## src/design/mtvb_pkg.sv

```systemverilog
// Shared constants, state codes and control structures of the morph target vertex blender.
package mtvb_pkg;

   localparam int TARGET_COUNT = 12;
   localparam int IDX_W        = $clog2(TARGET_COUNT);
   localparam int WSUM_W       = 16 + IDX_W + 1;
   localparam int TGT_W        = 4;
   localparam int REQ_DATA_W   = 144;
   localparam int RSP_DATA_W   = 120;
   localparam int ONE_Q14      = 16384;
   localparam int SMALL_LIMIT  = 65536;
   localparam int SQRT_STEPS   = 32;
   localparam int DIV_STEPS    = 16;
   localparam int CNT_W        = 6;

   typedef enum logic [5:0] {
      ST_IDLE = 6'b000001,
      ST_MUL  = 6'b000010,
      ST_SQ   = 6'b000100,
      ST_SQRT = 6'b001000,
      ST_DIV  = 6'b010000,
      ST_OUT  = 6'b100000
   } state_type;

   typedef struct packed {
      logic       capture;
      logic       mul_en;
      logic [1:0] mul_comp;
      logic       acc_en;
      logic [1:0] acc_comp;
      logic       sq_en;
      logic [1:0] sq_comp;
      logic       sq_add_en;
      logic [1:0] sq_add_comp;
      logic       sq_first;
      logic       sqrt_init;
      logic       sqrt_step;
      logic       div_init;
      logic       div_step;
      logic       div_done;
      logic [1:0] div_comp;
      logic       out_load;
   } cmd_type;

   typedef struct packed {
      logic last;
      logic near_zero;
   } status_type;

endpackage

```

## src/design/mtvb_ctrl.sv

```systemverilog
// Sequencer of the morph target vertex blender: handshakes, step counting and commands.
module mtvb_ctrl (
   input  logic                 clock,
   input  logic                 reset,
   input  logic                 req_tvalid,
   output logic                 req_tready,
   input  logic                 req_mode,
   output logic                 rsp_tvalid,
   input  logic                 rsp_tready,
   input  mtvb_pkg::status_type sts,
   output mtvb_pkg::cmd_type    cmd
);
   import mtvb_pkg::*;

   state_type        state_ff, state_in;
   logic [CNT_W-1:0] cnt_ff, cnt_in;
   logic [1:0]       comp_ff, comp_in;
   logic             vld_ff, vld_in;
   logic [CNT_W-1:0] cnt_m1;

   assign cnt_m1     = cnt_ff - CNT_W'(1);
   assign req_tready = (state_ff == ST_IDLE);
   assign rsp_tvalid = vld_ff;

   always_comb begin
      state_in = state_ff;
      cnt_in   = cnt_ff;
      comp_in  = comp_ff;
      cmd      = '0;
      unique case (state_ff)
         ST_IDLE: begin
            if (req_tvalid) begin
               cmd.capture = 1'b1;
               cnt_in      = '0;
               if (req_mode) state_in = ST_MUL;
            end
         end
         ST_MUL: begin
            cmd.mul_en   = (cnt_ff < CNT_W'(3));
            cmd.mul_comp = cnt_ff[1:0];
            cmd.acc_en   = (cnt_ff != '0);
            cmd.acc_comp = cnt_m1[1:0];
            cnt_in       = cnt_ff + CNT_W'(1);
            if (cnt_ff == CNT_W'(3)) begin
               cnt_in   = '0;
               state_in = sts.last ? ST_SQ : ST_IDLE;
            end
         end
         ST_SQ: begin
            cmd.sq_en       = (cnt_ff < CNT_W'(3));
            cmd.sq_comp     = cnt_ff[1:0];
            cmd.sq_add_en   = (cnt_ff != '0);
            cmd.sq_add_comp = cnt_m1[1:0];
            cmd.sq_first    = (cnt_ff == CNT_W'(1));
            cnt_in          = cnt_ff + CNT_W'(1);
            if (cnt_ff == CNT_W'(3)) begin
               cnt_in   = '0;
               state_in = ST_SQRT;
            end
         end
         ST_SQRT: begin
            cnt_in = cnt_ff + CNT_W'(1);
            if (cnt_ff == '0) begin
               if (sts.near_zero) begin
                  state_in = ST_OUT;
               end else begin
                  cmd.sqrt_init = 1'b1;
               end
            end else begin
               cmd.sqrt_step = 1'b1;
               if (cnt_ff == CNT_W'(SQRT_STEPS)) begin
                  cnt_in   = '0;
                  comp_in  = 2'd0;
                  state_in = ST_DIV;
               end
            end
         end
         ST_DIV: begin
            cmd.div_comp = comp_ff;
            cnt_in       = cnt_ff + CNT_W'(1);
            if (cnt_ff == '0) begin
               cmd.div_init = 1'b1;
            end else begin
               cmd.div_step = 1'b1;
               if (cnt_ff == CNT_W'(DIV_STEPS)) begin
                  cmd.div_done = 1'b1;
                  cnt_in       = '0;
                  comp_in      = comp_ff + 2'd1;
                  if (comp_ff == 2'd2) state_in = ST_OUT;
               end
            end
         end
         ST_OUT: begin
            if (!vld_ff || rsp_tready) begin
               cmd.out_load = 1'b1;
               state_in     = ST_IDLE;
            end
         end
         default: state_in = ST_IDLE;
      endcase
   end

   always_comb begin
      vld_in = vld_ff;
      if (vld_ff && rsp_tready) vld_in = 1'b0;
      if (cmd.out_load) vld_in = 1'b1;
   end

   always_ff @(posedge clock) begin
      if (reset) begin
         state_ff <= ST_IDLE;
         cnt_ff   <= '0;
         comp_ff  <= '0;
         vld_ff   <= 1'b0;
      end else begin
         state_ff <= state_in;
         cnt_ff   <= cnt_in;
         comp_ff  <= comp_in;
         vld_ff   <= vld_in;
      end
   end

   // A new result is loaded only when the output register is free or being emptied.
   a_out_free: assert property (@(posedge clock) disable iff (reset)
      cmd.out_load |-> (!vld_ff || rsp_tready))
      else $error("result loaded over a waiting beat");

   // A vertex contribution is always followed by the multiply pass.
   a_mul_after: assert property (@(posedge clock) disable iff (reset)
      (req_tvalid && req_tready && req_mode) |=> (state_ff == ST_MUL))
      else $error("multiply pass skipped");

   // The root and the divider never run together.
   a_excl: assert property (@(posedge clock) disable iff (reset)
      !(cmd.sqrt_step && cmd.div_step))
      else $error("root and divider overlap");

endmodule

```

## config.mk

```make
export PLATFORM = sky130hd
export DESIGN_NAME = mtvb_ctrl
export DESIGN_NICKNAME = d
export VERILOG_FILES = /design/src/design/mtvb_pkg.sv /design/src/design/mtvb_ctrl.sv
export SDC_FILE = /design/constraint.sdc
export NUM_CORES = 1
export LEC_CHECK = 0
export ABC_AREA = 1
export CAP_MARGIN = 20
export CORE_UTILIZATION = 51
export DETAILED_ROUTE_END_ITERATION = 7
export DONT_BUFFER_PORTS = 1
export PLACE_DENSITY = 0.66
export SYNTH_ARGS = -nofsm -noshare
export SYNTH_HDL_FRONTEND = slang
export SYNTH_SLANG_ARGS = --single-unit
```

## constraint.sdc

```tcl
create_clock -name clock -period 1.6 [get_ports clock]
set_input_delay 0.24 -clock clock [delete_from_list [all_inputs] [get_ports clock]]
set_output_delay 0.24 -clock clock [all_outputs]
set_load 0.01 [all_outputs]
```

==> results.md, run 1 <==
* Status: complete, but fails checks
* Violated checks: negative hold slack, negative setup slack
* Aggregate global routing overflow at 0
* Clock Sinks at 15
* CP endpoint kind: output port
* Hold slack final at -0.00150 ns
* R2R Setup Slk at about 0.060 ns
* Mux cell area share after synthesis at 0%
* GRT Total Usage at about a quarter
* Crit share post-route at 101%
* Height of the chip at approximately 50 µm
* Fin. max-slew vios at 0
* Post-synthesis compound-gate area fraction at 7.13%
* Worst skew pair latency at 0.30 ns
* Worst-path maximum fanout at 5
* Num rows at 17
* PwrDens at 1470 nW/µm²
* Final setup margin at -0.0208 ns
* DR iter-0 viols at 21
* Post-synthesis cell type count at 27
* PnR Total Power at around 2.4 mW
* Final hold violation count at 1
* H-tree levels at 1
* Hold Path Class: in -> reg
* Final HPWL DP at 2.32 mm
* Max_cap viols at 0
* ANT cells at 0
* Syn Inst Count at 192
* Global-route wire length before repair at about 5.2 mm
* Critical Path RT at about 1.4 ns
* Clk slew on worst S/H paths at 0.10 ns
* Core ar. at 2230 µm²
* Fin crit period at 1.62 ns
* CTS tree: done
* Main combinational cell family by area after synthesis: simple AND/OR/NAND/NOR gates
* Leak at 0.706 nW
* Initial Util at 55.0%
* Maximum buffer depth of the clock tree at 2
* Horiz. Die Dim at approximately 51 µm
* Yosys top cell area share at 24.4%
* Multi-input gate area at around 970 µm²
* Register Area at 319 µm²
* Worst vdd ir at between 0.0009 and 0.001 V
* Xor-xnor portion of the synthesized cell area at 2.85%
* Crit start category: register
* Adder-cell share of the synthesized area at 4.07%
* GP Congestion at between 0.8 and 0.9
* Largest net degree at the start of global routing at 9
* Via count at 1294
* Drc violations at 0
* Fin Setup TNS at -0.0208 ns
* DR pass1 iterations at 4
* Mapped Area at 1230 µm²
* Synth area leader: dfxtp_1
* Num CTS Buffers at 3
* Commonest cells after routing, fill and taps aside: nand2_1 (29), nor2_1 (28), buf_4 (22)
* Syn avg cell area at 6.40 µm²
* Number of synthesized register bits at 15
* Initial antenna violation count at 0
* Full die area at 2610 µm²
* Antenna-violating nets left at 0
* IO Port Bufs at 0
* Post-synthesis sequential area ratio at between 20% and 30%
* RSZ-0062 raised after global routing: true
* Syn Nets at 203
* Routed len/inst at 14.1 µm
* Layout area overhead at 34.5%
* Critical path class: reg -> out
* Ys Warns at 0
* FILL cells at 180
* Layout cells sized above 1 at 47.7%
* Slew of the pin with the lowest slew margin at between 0.3 and 0.4 ns
* GR peak layer: met2
* Commonest non-fill, non-tap cell in the layout: nand2_1
* Met3 usage at 3.57%
* IO Count at 31
* Vias in the first global route at 1197
* Synth top area cells: dfxtp_1 (24%), nor2_1 (15%), nand2_1 (9.8%)
* Routed Wire Length at about 3.5 mm
* Post-DP Area at 1310 µm²
* Met1 usage at 30.8%
* Fmax at approximately 600 MHz
* Simple-gate share of the synthesized area at 51.4%
* CP arrival at 1.38 ns
* Final instance area at about 1700 µm²
* Clock skew at 0.0108 ns
* Final Setup Violations at 1
* Clock Root Buffer: clkbuf_4
* Post-layout nets at 230
* Met2 Use GR at a little under half
* Relative slew slack at 79.4%
* Number of vias per cell at roughly 5.3
final timing paths:
kind	from	endpoint	cells past startpoint
setup / recovery	state_ff[0]	cmd[7]	6
hold reg to reg	cnt_ff[1]	cnt_ff[1]	2
setup reg to reg	cnt_ff[1]	comp_ff[0]	11
hold / removal	reset	cnt_ff[3]	1
power breakdown:
part / switching [mW] / total (mW) / internal (mW)
sequential: 0.0926 / 0.561 / 0.468
combinational: 1.01 / 1.64 / 0.630
clock: 0.137 / 0.235 / 0.0972
total: 1.24 / 2.44 / 1.20
synth_stat cells:
library cell / n
buf_4: 2
nand2_4: 2
inv_1: 19
ha_1: 4
and3_1: 1
nand3_2: 3
a31o_2: 1
a21oi_1: 8
xor2_1: 4
buf_1: 1
nand2_1: 32
nor2_2: 6
nand3_4: 1
buf_6: 1
nand3_1: 12
nand4_1: 6
and2_1: 1
o21ai_1: 2
nand2_2: 5
o21a_1: 1
nor2_1: 49
inv_2: 6
o211ai_1: 1
nor2_4: 7
dfxtp_1: 15
a21oi_2: 1
o21ai_0: 1
final cells by class:
class                      count  area share, %
tap                           28           2.12
clock buffer                   4           1.59
timing repair buffer          26           12.6
sequential                    15           19.3
multi-input combinational    148           58.7
inverter                      25           5.68
per-stage QoR:
step / utilization [%] / setup slack, ns / instances / hold slack, ns
after floorplan: - / 0.0653 / 192 / 0.436
after global placement: 58.6 / 0.0281 / 226 / 0.312
after detailed placement: 58.6 / 0.0230 / 226 / 0.312
after CTS: 67.3 / -0.0175 / 240 / 0.00233
after global routing: 74.0 / -0.0858 / 246 / -0.0126
final: 74.0 / -0.0208 / 246 / -0.00150
worst max-delay path, stage by stage, from the launching register on:
cell	delay, ns
dfxtp_2	0.35
nor2_4	0.21
nand2_2	0.10
nor2_4	0.10
nand2_2	0.07
nor2_4	0.13
buf_6	0.12
kinds of logic (layout without fill, tap and decap cells):
family          Yosys count  count (layout)
flops                    15              15
xor+xnor                  4               4
fa+ha+maj                 4               4
buf+inv                  29              55
compound gates           15              15
simple gates            125             125
registers in the layout, indices dropped and copies added, names as in the netlist:
signal	cells
comp_ff	2
state_ff	6
rsp_tvalid	1
cnt_ff	6
layer usage:
metal / routed length [µm] / share of wire (%) / up-vias
met5: 0 / 0 / -
met4: 58 / 1.7 / 0
met3: 80 / 2.3 / 7
met2: 1870 / 54 / 21
met1: 1440 / 42 / 611
li1: - / - / 655
timing repair:
item,in CTS,in global routing
pin swaps,7,15
hold buffers,1,0
resized for setup,32,31
hold endpoints to repair,2,0
setup buffers,9,6
setup endpoints to repair,19,31
No activity file was read; power rests on OpenSTA's default activity.
==> run 2: changes to the inputs <==
--- a/config.mk
+++ b/config.mk
@@ -10,7 +10,7 @@
 export CORE_UTILIZATION = 51
 export DETAILED_ROUTE_END_ITERATION = 7
 export DONT_BUFFER_PORTS = 1
-export PLACE_DENSITY = 0.66
+export PLACE_DENSITY = 0.64
 export SYNTH_ARGS = -nofsm -noshare
 export SYNTH_HDL_FRONTEND = slang
 export SYNTH_SLANG_ARGS = --single-unit
==> run 2 against run 1 <==
Against the previous run: the flow finishes with violations (negative setup slack); sequential power shrank 0.9%; global-route usage grew 2.2 points; sequential cell count unchanged; largest power group unchanged; clock skew shrank 0.0091 ns; critical path depth down 2; worst hold slack better by 0.10 ns; critical path type unchanged; combinational power is 4% higher; utilization rose by 4.7 points; largest cell class unchanged; sequential share of layout area fell by 1.4 points; non-clock buffer count increased by 3; die area stayed put.
==> results.md, run 2 (same netlist as run 1, synthesis figures left out) <==
* Maximum buffer depth of the clock tree at 2
* Leak at between 0.7 and 0.8 nW
* Critical path class: reg -> out
* Via count at 1337
* Regs by FF count: cnt_ff (6), state_ff (6), comp_ff (2)
* Buffers & Inverters on Critical Path at 1
* Horiz. Die Dim at 51.1 µm
* CP endpoint kind: output port
* Sw Ratio at 50.4%
* Crit. Startpoint: state_ff[1]
* Aggregate global routing overflow at 0
* Crit Reg-Reg Startpoint: state_ff[1]
* Critical-path cell list: nor2_4 -> buf_12 -> nand4_1 -> nor2_2
* Routed Wire Length at 3.80 mm
* Routed len/inst at 15.2 µm
* Full die area at 2610 µm²
* Core ar. at 2230 µm²
* Initial Util at 55.0%
* Worst skew pair latency at 0.30 ns
* Status: complete, but fails checks
* CP delay by family, top: simple AND/OR/NAND/NOR gates
* Violated checks: negative setup slack
* GP Congestion at 0.885
* Vias in the first global route at 1232
* Crit share post-route at 101%
* Initial antenna violation count at 0
* NetSw at approximately 1.3 mW
* Commonest non-fill, non-tap cell in the layout: nand2_1
* Final HPWL DP at 2.35 mm
* Flop pwr share at between 20 and 25%
* Final setup margin at -0.0208 ns
* GRT Total Usage at between 20% and 30%
* CP Capture Point: cmd[6]
* Num rows at 17
* CP arrival at 1.38 ns
* Clock Sinks at 15
* Commonest cells after routing, fill and taps aside: nand2_1 (30), nor2_1 (29), nor2_4 (24)
* Relative slew slack at 77.6%
* Height of the chip at roughly 51 µm
* Drc violations at 0
* R2r endpoint: comp_ff[0]
* DR pass1 iterations at 4
* Critical path depth in cells at 4
* Final Setup Violations at 3
* Final hold violation count at 0
* RSZ-0062 raised after global routing: true
* Layout cells sized above 1 at between 40 and 50%
* Slew of the pin with the lowest slew margin at 0.336 ns
* Fin crit period at 1.62 ns
* Clock skew at ~0.0017 ns
* Number of vias per cell at 5.37
* Post-layout nets at between 200 and 250
* CP max stage delay at 0.35 ns
* Crit start category: register
* Fmax at 617 MHz
* Worst-path maximum fanout at 4
* CTS tree: done
* Hold Path Class: in -> reg
* Worst path slowest cell: dfxtp_2
* Clock Root Buffer: clkbuf_4
* DR iter-0 viols at 52
* Pre-CTS WS at just under 0.06 ns
* Post-DP Area at 1340 µm²
* DP Cell Count at 230
* Finished Layout Cells at 249
* Logic pwr share at 68.1%
* Final instance area at ~1800 µm²
* Antenna-violating nets left at 0
* R2R Setup Slk at 0.01 ns
* Critical Path RT at 1.36 ns
* Num CTS Buffers at 3
* FF-to-FF path depth at 9
* Layout area overhead at 43.1%
* ANT cells at 0
* Fin. max-slew vios at 0
* Worst vdd ir at ~0.0013 V
* H-tree levels at 1
* IO Count at 31
* Clock share of power at 9.6%
* Clk slew on worst S/H paths at 0.10 ns
* Global-route wire length before repair at approximately 5.5 mm
* Largest net degree at the start of global routing at 10
* PwrDens at 1420 nW/µm²
* Fin Setup TNS at -0.0369 ns
* Internal at 1.24 mW
* Max_cap viols at 0
* IO Port Bufs at 0
-- run 2: worst reg2reg max path: cells and delay by family, from the launching register on --
| family | cells | cell delay, ns |
|---|---|---|
| compound gates | 1 | 0.14 |
| buf+inv | 2 | 0.35 |
| flops | 1 | 0.35 |
| simple gates | 6 | 0.66 |
-- run 2: repair_timing --
item	in CTS	in global routing
setup endpoints to repair	20	33
hold buffers	1	1
pin swaps	7	13
endpoints found under the hold margin	5	1
buffers inserted	9	4
resized for setup	43	31
-- run 2: power by group through the flow --
stage / sequential [mW] / combinational, mW / clock, mW
2_1_floorplan: 0.543 / 0.920 / 0
3_3_place_gp: 0.542 / 1.22 / 0
3_5_place_dp: 0.545 / 1.25 / 0
4_1_cts: 0.540 / 1.49 / 0.240
5_1_grt: 0.567 / 1.84 / 0.257
6_report: 0.556 / 1.70 / 0.238
-- run 2: through the flow --
stage	total power [mW]	hold slack, ns	util, %
CTS	2.27	0.00342	71.7
global route	2.66	0.105	78.7
floorplan	1.46	0.436	-
detailed placement	1.79	0.313	59.9
finish	2.49	0.103	78.7
global placement	1.76	0.312	59.9
-- run 2: worst min-delay path by stage --
stage                 from     endpoint  slack (ns)  cells after the start
finish               reset  state_ff[0]        0.10                      2
global route         reset  state_ff[0]        0.11                      2
CTS                  reset   rsp_tvalid       0.003                      1
detailed placement   reset    cnt_ff[2]        0.31                      1
global placement     reset    cnt_ff[5]        0.31                      1
floorplan           sts[1]  state_ff[0]        0.44                      2
-- run 2: area by class of cell --
class                           instances  area, µm²
Multi-Input combinational cell        148       1010
Fill cell                             147        475
Sequential cell                        15        314
Timing Repair Buffer                   29        275
Inverter                               25       93.8
Tap cell                               28       35.0
Clock buffer                            4       26.3
-- run 2: routing by layer --
metal / track usage [%] / part of all wire (%) / vias to the layer above
met5: 0 / 0 / -
met4: 12.0 / 3.4 / 0
met3: 5.95 / 5.2 / 13
met2: 52.0 / 53 / 48
met1: 31.9 / 38 / 617
li1: - / - / 659
